`src/rtl/otb_pkg.sv`:
```
// ----------------------------------------------------------------------------
// Timer bank package
// Sizes, operation codes, the channel entry layout and the controller
// command and status words.
// ----------------------------------------------------------------------------
package otb_pkg;

	localparam int NUM_TIMERS = 16;
	localparam int COUNT_BITS = 16;

	localparam int CNT_W     = COUNT_BITS + 1;
	localparam int CH_BITS   = (NUM_TIMERS > 1) ? $clog2(NUM_TIMERS) : 1;
	localparam int LIM_W     = $clog2(NUM_TIMERS + 1);
	localparam int OP_W      = 3;
	localparam int IN_CH_W   = 4;
	localparam int TIMEOUT_W = 16;
	localparam int OUT_CH_W  = 4;
	localparam int CFG_W     = 5;

	localparam logic [CFG_W-1:0] ACTIVE_RESET = CFG_W'(16);
	localparam logic [CNT_W-1:0] CNT_DISABLED = '1;

	typedef enum logic [OP_W-1:0] {
		OP_TICK         = 3'd0,
		OP_ARM_ONESHOT  = 3'd1,
		OP_ARM_PERIODIC = 3'd2,
		OP_RELOAD       = 3'd3,
		OP_DISARM       = 3'd4
	} otb_op_t;

	typedef struct packed {
		logic                  periodic;
		logic [COUNT_BITS-1:0] period;
		logic [CNT_W-1:0]      cnt;
	} otb_entry_t;

	localparam otb_entry_t ENTRY_RESET = '{periodic: 1'b1, period: '0, cnt: '0};
	localparam int ENTRY_W = $bits(otb_entry_t);

	typedef struct packed {
		logic ready;
		logic load;
		logic rd;
		logic wr;
		logic step;
		logic flush;
	} otb_cmd_t;

	typedef struct packed {
		logic in_valid;
		logic in_tick;
		logic in_chop;
		logic lim_zero;
		logic op_tick;
		logic expire;
		logic pend_valid;
		logic out_free;
		logic idx_last;
	} otb_sts_t;

endpackage

```
`src/rtl/otb_if.sv`:
```
// ----------------------------------------------------------------------------
// Timer bank channels
// Valid/ready interfaces for operation words and expiry words.
// ----------------------------------------------------------------------------
interface otb_in_if import otb_pkg::*; ();
	logic                 valid;
	logic                 ready;
	logic [OP_W-1:0]      op;
	logic [IN_CH_W-1:0]   channel;
	logic [TIMEOUT_W-1:0] timeout;

	modport source (output valid, output op, output channel, output timeout, input ready);
	modport sink (input valid, input op, input channel, input timeout, output ready);
endinterface

interface otb_out_if import otb_pkg::*; ();
	logic                valid;
	logic                ready;
	logic [OUT_CH_W-1:0] expired_channel;
	logic                last;

	modport source (output valid, output expired_channel, output last, input ready);
	modport sink (input valid, input expired_channel, input last, output ready);
endinterface

```
`src/rtl/oneshot_periodic_timer_bank.sv`:
```
// ----------------------------------------------------------------------------
// One-shot and periodic timer bank
// A tick is accepted, then each active channel is read and written in turn,
// with a final expiry word when any channel expires; each expiry word waits
// while the output word is untaken. Arm, reload and disarm go through accept,
// read and write. The channel RAM, read with a registered output and then
// written once per channel, sets these steps.
// Reset clears all channels to count 0, period 0, periodic, and sets
// active_channels to 16 at once through per-channel valid bits.
// ----------------------------------------------------------------------------
module oneshot_periodic_timer_bank import otb_pkg::*; (
	input  logic             clk,
	input  logic             arst_n,
	input  logic             cfg_we,
	input  logic [CFG_W-1:0] cfg_wdata,
	otb_in_if.sink           item,
	otb_out_if.source        result
);
	otb_cmd_t cmd;
	otb_sts_t sts;

	otb_ctrl u_ctrl (
		.clk    (clk),
		.arst_n (arst_n),
		.sts    (sts),
		.cmd    (cmd)
	);

	otb_datapath u_datapath (
		.clk       (clk),
		.arst_n    (arst_n),
		.cfg_we    (cfg_we),
		.cfg_wdata (cfg_wdata),
		.item      (item),
		.result    (result),
		.cmd       (cmd),
		.sts       (sts)
	);

`ifndef ASSERT_OFF
	a_idle_no_pending: assert property (@(posedge clk) disable iff (!arst_n)
		item.ready |-> !sts.pend_valid)
		else $error("Pending expiry left behind at the end of a tick.");

	a_flush_has_room: assert property (@(posedge clk) disable iff (!arst_n)
		cmd.flush |-> (sts.out_free && sts.pend_valid))
		else $error("Final expiry word issued without room or without a pending word.");

	a_push_has_room: assert property (@(posedge clk) disable iff (!arst_n)
		(cmd.step && sts.expire && sts.pend_valid) |-> sts.out_free)
		else $error("Expiry word overwrote an untaken result.");
`endif
endmodule

```
`src/rtl/otb_ram.sv`:
```
// ----------------------------------------------------------------------------
// Generic RAM
// One write port and one read port with registered read data.
// ----------------------------------------------------------------------------
module otb_ram #(
	parameter int WIDTH = 8,
	parameter int DEPTH = 16
) (
	input  logic                   clk,
	input  logic                   we,
	input  logic [$clog2(DEPTH > 1 ? DEPTH : 2)-1:0] waddr,
	input  logic [WIDTH-1:0]       wdata,
	input  logic                   re,
	input  logic [$clog2(DEPTH > 1 ? DEPTH : 2)-1:0] raddr,
	output logic [WIDTH-1:0]       rdata
);
	logic [WIDTH-1:0] mem_q [DEPTH];

	always_ff @(posedge clk) begin
		if (we) begin
			mem_q[waddr] <= wdata;
		end
		if (re) begin
			rdata <= mem_q[raddr];
		end
	end
endmodule

```
`src/rtl/otb_datapath.sv`:
```
// ----------------------------------------------------------------------------
// Timer bank datapath
// Channel storage, channel update, walk index, pending and output words.
// ----------------------------------------------------------------------------
module otb_datapath import otb_pkg::*; (
	input  logic             clk,
	input  logic             arst_n,
	input  logic             cfg_we,
	input  logic [CFG_W-1:0] cfg_wdata,
	otb_in_if.sink           item,
	otb_out_if.source        result,
	input  otb_cmd_t         cmd,
	output otb_sts_t         sts
);
	logic [CFG_W-1:0]      active_q;
	logic [LIM_W-1:0]      lim;
	logic [CH_BITS-1:0]    idx_q;
	logic [NUM_TIMERS-1:0] valid_q;
	logic                  pend_valid_q;
	logic                  out_valid_q;
	otb_op_t               op_q;
	logic [CH_BITS-1:0]    ch_q;
	logic [COUNT_BITS-1:0] t_q;
	logic                  rvalid_s2;
	logic [CH_BITS-1:0]    pend_ch_q;
	logic [OUT_CH_W-1:0]   out_ch_q;
	logic                  out_last_q;
	logic [CH_BITS-1:0]    addr;
	logic [ENTRY_W-1:0]    ram_rdata;
	otb_entry_t            cur;
	otb_entry_t            nxt;
	logic [CNT_W-1:0]      cnt_dec;
	logic                  disabled;
	logic                  expire;

	assign lim  = (32'(active_q) > NUM_TIMERS) ? LIM_W'(NUM_TIMERS) : LIM_W'(active_q);
	assign addr = (op_q == OP_TICK) ? idx_q : ch_q;

	otb_ram #(.WIDTH(ENTRY_W), .DEPTH(NUM_TIMERS)) u_ram (
		.clk   (clk),
		.we    (cmd.wr),
		.waddr (addr),
		.wdata (nxt),
		.re    (cmd.rd),
		.raddr (addr),
		.rdata (ram_rdata)
	);

	always_comb begin
		cur      = rvalid_s2 ? otb_entry_t'(ram_rdata) : ENTRY_RESET;
		cnt_dec  = cur.cnt - CNT_W'(1);
		disabled = (cur.cnt == CNT_DISABLED);
		expire   = !disabled && (cnt_dec == '0);
		nxt      = cur;
		case (op_q)
			OP_TICK: begin
				if (!disabled) begin
					if (expire) begin
						nxt.cnt = cur.periodic ? {1'b0, cur.period} : CNT_DISABLED;
					end else begin
						nxt.cnt = cnt_dec;
					end
				end
			end
			OP_ARM_ONESHOT: begin
				nxt.cnt      = {1'b0, t_q};
				nxt.periodic = 1'b0;
			end
			OP_ARM_PERIODIC: begin
				nxt.cnt      = {1'b0, t_q};
				nxt.period   = t_q;
				nxt.periodic = 1'b1;
			end
			OP_RELOAD: begin
				nxt.cnt = cur.periodic ? {1'b0, cur.period} : CNT_DISABLED;
			end
			OP_DISARM: begin
				nxt.cnt = CNT_DISABLED;
			end
			default: begin
			end
		endcase
	end

	always_ff @(posedge clk or negedge arst_n) begin
		if (!arst_n) begin
			active_q     <= ACTIVE_RESET;
			idx_q        <= '0;
			valid_q      <= '0;
			pend_valid_q <= 1'b0;
			out_valid_q  <= 1'b0;
		end else begin
			if (cfg_we) begin
				active_q <= cfg_wdata;
			end
			if (cmd.flush || (cmd.step && expire && pend_valid_q)) begin
				out_valid_q <= 1'b1;
			end else if (result.valid && result.ready) begin
				out_valid_q <= 1'b0;
			end
			if (cmd.load) begin
				idx_q <= '0;
			end
			if (cmd.wr) begin
				valid_q[addr] <= 1'b1;
			end
			if (cmd.step) begin
				idx_q <= idx_q + CH_BITS'(1);
				if (expire) begin
					pend_valid_q <= 1'b1;
				end
			end
			if (cmd.flush) begin
				pend_valid_q <= 1'b0;
			end
		end
	end

	always_ff @(posedge clk) begin
		if (cmd.load) begin
			op_q <= otb_op_t'(item.op);
			ch_q <= CH_BITS'(item.channel);
			t_q  <= COUNT_BITS'(item.timeout);
		end
		if (cmd.rd) begin
			rvalid_s2 <= valid_q[addr];
		end
		if (cmd.step && expire) begin
			pend_ch_q <= idx_q;
			if (pend_valid_q) begin
				out_ch_q   <= OUT_CH_W'(pend_ch_q);
				out_last_q <= 1'b0;
			end
		end
		if (cmd.flush) begin
			out_ch_q   <= OUT_CH_W'(pend_ch_q);
			out_last_q <= 1'b1;
		end
	end

	assign item.ready             = cmd.ready;
	assign result.valid           = out_valid_q;
	assign result.expired_channel = out_ch_q;
	assign result.last            = out_last_q;

	assign sts.in_valid   = item.valid;
	assign sts.in_tick    = (item.op == OP_TICK);
	assign sts.in_chop    = ((item.op == OP_ARM_ONESHOT) || (item.op == OP_ARM_PERIODIC) ||
		(item.op == OP_RELOAD) || (item.op == OP_DISARM)) &&
		(32'(item.channel) < NUM_TIMERS);
	assign sts.lim_zero   = (lim == '0);
	assign sts.op_tick    = (op_q == OP_TICK);
	assign sts.expire     = (op_q == OP_TICK) && expire;
	assign sts.pend_valid = pend_valid_q;
	assign sts.out_free   = !out_valid_q || result.ready;
	assign sts.idx_last   = ((LIM_W'(idx_q) + LIM_W'(1)) == lim);
endmodule

```
`src/rtl/otb_ctrl.sv`:
```
// ----------------------------------------------------------------------------
// Timer bank controller
// Sequences the read and write of each channel and the final expiry word.
// ----------------------------------------------------------------------------
module otb_ctrl import otb_pkg::*; (
	input  logic     clk,
	input  logic     arst_n,
	input  otb_sts_t sts,
	output otb_cmd_t cmd
);
	typedef enum logic [1:0] {
		ST_IDLE,
		ST_RD,
		ST_UPD,
		ST_FLUSH
	} state_t;

	state_t state_q;
	state_t state_nxt;

	always_comb begin
		cmd       = '0;
		state_nxt = state_q;
		case (state_q)
			ST_IDLE: begin
				cmd.ready = 1'b1;
				if (sts.in_valid) begin
					cmd.load = 1'b1;
					if ((sts.in_tick && !sts.lim_zero) || sts.in_chop) begin
						state_nxt = ST_RD;
					end
				end
			end
			ST_RD: begin
				cmd.rd    = 1'b1;
				state_nxt = ST_UPD;
			end
			ST_UPD: begin
				if (!sts.op_tick) begin
					cmd.wr    = 1'b1;
					state_nxt = ST_IDLE;
				end else if (!(sts.expire && sts.pend_valid && !sts.out_free)) begin
					cmd.wr   = 1'b1;
					cmd.step = 1'b1;
					if (!sts.idx_last) begin
						state_nxt = ST_RD;
					end else if (sts.expire || sts.pend_valid) begin
						state_nxt = ST_FLUSH;
					end else begin
						state_nxt = ST_IDLE;
					end
				end
			end
			ST_FLUSH: begin
				if (sts.out_free) begin
					cmd.flush = 1'b1;
					state_nxt = ST_IDLE;
				end
			end
			default: begin
				state_nxt = ST_IDLE;
			end
		endcase
	end

	always_ff @(posedge clk or negedge arst_n) begin
		if (!arst_n) begin
			state_q <= ST_IDLE;
		end else begin
			state_q <= state_nxt;
		end
	end
endmodule
```
`src/flat_wrapper.sv`:
```
// flat-port wrapper written by rule: the top's interface ports become plain ports
module oneshot_periodic_timer_bank_flat import otb_pkg::*;
  (clk, arst_n, cfg_we, cfg_wdata, item_valid, item_op, item_channel, item_timeout, item_ready, result_valid, result_expired_channel, result_last, result_ready);
  otb_in_if item_i ();
  otb_out_if result_i ();
  input  logic clk;
  input  logic arst_n;
  input  logic cfg_we;
  input  logic [CFG_W-1:0] cfg_wdata;
  input wire logic [$bits(item_i.valid)-1:0] item_valid;
  input wire logic [$bits(item_i.op)-1:0] item_op;
  input wire logic [$bits(item_i.channel)-1:0] item_channel;
  input wire logic [$bits(item_i.timeout)-1:0] item_timeout;
  output wire logic [$bits(item_i.ready)-1:0] item_ready;
  output wire logic [$bits(result_i.valid)-1:0] result_valid;
  output wire logic [$bits(result_i.expired_channel)-1:0] result_expired_channel;
  output wire logic [$bits(result_i.last)-1:0] result_last;
  input wire logic [$bits(result_i.ready)-1:0] result_ready;
  assign item_i.valid = item_valid;
  assign item_i.op = item_op;
  assign item_i.channel = item_channel;
  assign item_i.timeout = item_timeout;
  assign item_ready = item_i.ready;
  assign result_valid = result_i.valid;
  assign result_expired_channel = result_i.expired_channel;
  assign result_last = result_i.last;
  assign result_i.ready = result_ready;
  oneshot_periodic_timer_bank u_core (.clk(clk), .arst_n(arst_n), .cfg_we(cfg_we), .cfg_wdata(cfg_wdata), .item(item_i), .result(result_i));
endmodule
```
`config.mk`:
```
export PLATFORM = sky130hd
export DESIGN_NAME = oneshot_periodic_timer_bank_flat
export DESIGN_NICKNAME = d
export VERILOG_FILES = /design/src/rtl/otb_pkg.sv /design/src/rtl/otb_if.sv /design/src/rtl/oneshot_periodic_timer_bank.sv /design/src/rtl/otb_ram.sv /design/src/rtl/otb_datapath.sv /design/src/rtl/otb_ctrl.sv /design/src/flat_wrapper.sv
export SDC_FILE = /design/constraint.sdc
export NUM_CORES = 1
export LEC_CHECK = 0
export BUFFER_PORTS_ARGS = -buffer_cell sky130_fd_sc_hd__buf_2
export CORE_MARGIN = 1
export CORE_UTILIZATION = 55
export CTS_BUF_LIST = sky130_fd_sc_hd__clkbuf_8 sky130_fd_sc_hd__clkbuf_16
export CTS_CLUSTER_SIZE = 16
export DETAILED_ROUTE_END_ITERATION = 10
export GPL_ROUTABILITY_DRIVEN = 0
export MAX_ROUTING_LAYER = met4
export PLACE_DENSITY = 0.74
export SETUP_SLACK_MARGIN = 0.2
export SYNTH_ARGS = -nofsm -noshare
export SYNTH_HDL_FRONTEND = slang
export SYNTH_SLANG_ARGS = --single-unit
```
`constraint.sdc`:
```
create_clock -name clk -period 4.5 [get_ports clk]
set_clock_uncertainty 0.05 [all_clocks]
set_input_delay 0.675 -clock clk [delete_from_list [all_inputs] [get_ports clk]]
set_output_delay 0.675 -clock clk [all_outputs]
set_load 0.02 [all_outputs]
```
==> load_flow_metrics.sql <==
INSERT INTO impl_metrics (metric_group, metric, value, unit) VALUES
('grt', 'met3_usage', '5.18', '%'),
('finish', 'synthToLayoutAreaGrowth', '13.1', '%'),
('pwr', 'sequentialPowerShare', '51.6', '%'),
('sta', 'finalHoldViolations', '0', ''),
('place', 'buffer_ports.inserted', '39', ''),
('status', 'status', 'finished clean', ''),
('sta', 'max_clock_freq', '0.251', 'GHz'),
('detailed_routing', 'dr.pass1.iters', '6', ''),
('yosys', 'synth.net_count', '1521', ''),
('yosys', 'postSynthRegisterBits', '640', ''),
('setup_path', 'worst_ep_required_time', '4.72', 'ns'),
('finish', 'multi_input_comb_area', '6650', 'µm²'),
('sta', 'fin_crit_sh', '88.4', '%'),
('finish', 'layout.cells.most_common', 'sky130_fd_sc_hd__edfxtp_1', ''),
('detailed_routing', 'drc', '0', ''),
('cts', 'post_cts_hold_buffer_count', '0', ''),
('grt', 'met1_usage', '36.5', '%'),
('pwr', 'power.net_switching', '2980', 'µW'),
('floorplanning', 'placeableCoreArea', '46600', 'µm²'),
('sta', 'timing.setup.tns', '0', 'ns'),
('pwr', 'clock_power_share', '39.6', '%'),
('cts', 'clk_root_buf', 'sky130_fd_sc_hd__clkbuf_16', ''),
('cts', 'postCtsResizedCells', '0', ''),
('setup_path', 'crit_path_start_kind', 'register', ''),
('place', 'dp.final_hpwl', '33500', 'µm'),
('cts', 'cts.htree.levels', '2', ''),
('yosys', 'mappedNetlistArea', '25900', 'µm²'),
('setup_path', 'critical_path_peak_fanout', '16', ''),
('grt', 'grt_util_met2', '40.2', '%'),
('sta', 'timing.max_slew.rel_slack', '14.1', '%'),
('sta', 'worstMarginPinSlew', '1.29', 'ns'),
('sta', 'timing.final.crit_period', '3.98', 'ns'),
('grt', 'global_route.peak_usage_layer', 'met2', ''),
('sta', 'maxSlewViolCount', '0', ''),
('setup_path', 'type_of_destination_of_the_critical_path', 'register', ''),
('cts', 'clk_transition_reported_paths', '0.07', 'ns'),
('floorplanning', 'initial_core_utilization', '55.7', '%'),
('grt', 'track_usage', '26.2', '%'),
('yosys', 'dominantRegCellSynth', 'sky130_fd_sc_hd__edfxtp_1', ''),
('sta', 'number_of_setup_violations_in_the_final_report', '0', ''),
('finish', 'final_net_count', '1599', ''),
('yosys', 'synth_sequential_area_ratio', '73.5', '%'),
('detailed_routing', 'wirelength_routed', '58900', 'µm'),
('cts', 'cts_max_path_buffers', '3', ''),
('floorplanning', 'design.die.area', '48000', 'µm²'),
('pwr', 'power.static_leakage', '0.00962', 'µW'),
('finish', 'antenna_cells_inserted', '0', ''),
('detailed_routing', 'final_antenna_net_count', '0', ''),
('yosys', 'synthCells', '1486', ''),
('yosys', 'number_of_enable_flip_flop_cells_after_synthesis', '610', ''),
('floorplanning', 'dieWidth', '219', 'µm'),
('worst_hold_path', 'hold_crit_class', 'input pin to asynchronous set/reset pin', ''),
('detailed_routing', 'vias_per_cell', '6.46', ''),
('pwr', 'p_int', '10300', 'µW'),
('pwr', 'power-per-cell-area', '453', 'nW/µm²'),
('floorplanning', 'floorplan.io_pins', '40', ''),
('flow_run', 'cap_violations', '0', ''),
('detailed_routing', 'drt_first_iter_violations', '1664', ''),
('grt', 'grt_first_pass_wirelength', '88900', 'µm'),
('yosys', 'async_reset_ff_share', '4.53', '%'),
('detailed_routing', 'wl_per_cell', '26.5', 'µm'),
('grt', 'grt_pass1_vias', '14300', ''),
('grt', 'antenna_found_initial', '0', ''),
('cts', 'tritoncts.num_buffers', '60', ''),
('cts', 'tritoncts', 'built', ''),
('detailed_routing', 'dr_total_vias', '14400', ''),
('finish', 'fillerInstances', '3124', ''),
('pwr', 'power.share.combinational', '8.9', '%'),
('finish', 'post_route_cells_drive_above_1_share', '24.4', '%'),
('floorplanning', 'die_height', '219', 'µm'),
('cts', 'cts.sinks', '640', '');
Yosys cell counts, drive strengths merged (5+ instances only):
cell type	n	area, µm²
edfxtp	610	18300
buf	25	143
xnor2	5	43.8
clkbuf	66	248
a31oi	40	250
o21ai	32	160
nand4	25	163
xor2	6	52.6
mux2i	7	70.1
a21oi	50	250
nand2	202	758
or3	5	36.3
a221oi	7	61.3
or2	18	113
nand2b	7	43.8
and3	40	250
mux2	10	113
mux4	140	3150
nand3	12	60.1
inv	9	33.8
nor3	14	70.1
dfrtp	28	701
nor2	56	215
nor4	9	56.3
o31ai	6	45.0
worst paths after layout:
check / slack, ns / cells after the start / to / from
min: 0.06 / 1 / u_core.u_datapath.active_q[1]$_DFFE_PN0P_ / arst_n
min in group clk: 0.17 / 1 / u_core.u_datapath.t_q[12]$_DFFE_PP_ / item_timeout[12]
max in group asynchronous: 3.91 / 1 / u_core.u_datapath.valid_q[3]$_DFFE_PN0P_ / arst_n
max reg2reg: 0.52 / 12 / u_core.u_datapath.u_ram.mem_q[1][10]$_DFFE_PP_ / u_core.u_datapath.u_ram.rdata[0]$_DFFE_PN_
max: 0.52 / 12 / u_core.u_datapath.u_ram.mem_q[1][10]$_DFFE_PP_ / u_core.u_datapath.u_ram.rdata[0]$_DFFE_PN_
min reg2reg: 0.37 / 0 / u_core.u_datapath.result.expired_channel[2]$_DFFE_PP_ / u_core.u_datapath.pend_ch_q[2]$_DFFE_PP_
sequential cells by signal, indices dropped and copies added, names as in the netlist:
signal / count
u_core.u_datapath.result.valid: 1
u_core.u_datapath.result.last: 1
u_core.u_datapath.ch_q: 4
u_core.u_datapath.active_q: 5
u_core.u_datapath.t_q: 16
u_core.u_ctrl.state_q: 2
u_core.u_datapath.pend_ch_q: 4
u_core.u_datapath.u_ram.rdata: 34
u_core.u_datapath.op_q: 3
u_core.u_datapath.rvalid_s2: 1
u_core.u_datapath.pend_valid_q: 1
u_core.u_datapath.valid_q: 16
u_core.u_datapath.u_ram.mem_q: 544
u_core.u_datapath.result.expired_channel: 4
u_core.u_datapath.idx_q: 4
critical path: stages (launching register included):
cell and delay (ns):
sky130_fd_sc_hd__edfxtp_1 0.48, sky130_fd_sc_hd__and2_1 0.24, sky130_fd_sc_hd__inv_1 0.09, sky130_fd_sc_hd__ha_1 0.44, sky130_fd_sc_hd__buf_4 0.23, sky130_fd_sc_hd__xnor2_1 0.12
sky130_fd_sc_hd__nand4_1 0.14, sky130_fd_sc_hd__a2111oi_4 0.28, sky130_fd_sc_hd__nand4_2 0.20, sky130_fd_sc_hd__buf_4 0.23, sky130_fd_sc_hd__o31ai_1 0.24, sky130_fd_sc_hd__a221oi_1 0.11
sky130_fd_sc_hd__nor2_1 0.76
metrics by stage:
stage / worst slack, ns / utilization [%] / hold slack (ns) / instance area, µm² / instances
finish: 0.521 / 63.0 / 0.0551 / 29300 / 2222
global placement: 0.656 / 58.6 / 0.358 / 27300 / 2109
floorplan: -0.271 / - / 0.329 / 26000 / 1486
detailed placement: 0.561 / 58.6 / 0.355 / 27300 / 2109
CTS: 0.552 / 63.0 / 0.0494 / 29300 / 2222
global route: 0.312 / 63.0 / 0.0911 / 29300 / 2222
layer usage:
metal  part of all wire [%]  vias up
met5                      0        -
met4                    2.3        0
met3                    9.1      124
met2                     48      800
met1                     40     7351
li1                       -     6084
power by group through the flow:
stage | combinational, µW | clock, µW | sequential [µW]
6_report | 1180 | 5260 | 6860
5_1_grt | 1270 | 5540 | 6860
4_1_cts | 1180 | 5320 | 6850
3_5_place_dp | 1170 | 0 | 6980
3_3_place_gp | 1140 | 0 | 6970
2_1_floorplan | 779 | 0 | 6940
cell families after synthesis:
logic type | share of synthesized area [%]
flops | 73.5
simple gates | 7.19
compound gates | 4.32
mux | 12.9
buf+inv | 1.64
xor+xnor | 0.372
fa+ha+maj | 0.0965
cell type report:
| type | count | share of cell area [%] |
|---|---|---|
| clock buffers | 63 | 5.26 |
| clock inverters | 50 | 1.81 |
| inverters | 9 | 0.115 |
| multi-input cells | 746 | 22.7 |
| flip-flops and latches | 640 | 65.0 |
| well taps | 607 | 2.59 |
| repair buffers | 107 | 2.58 |
Note: power is estimated with default switching activity, not from simulation.
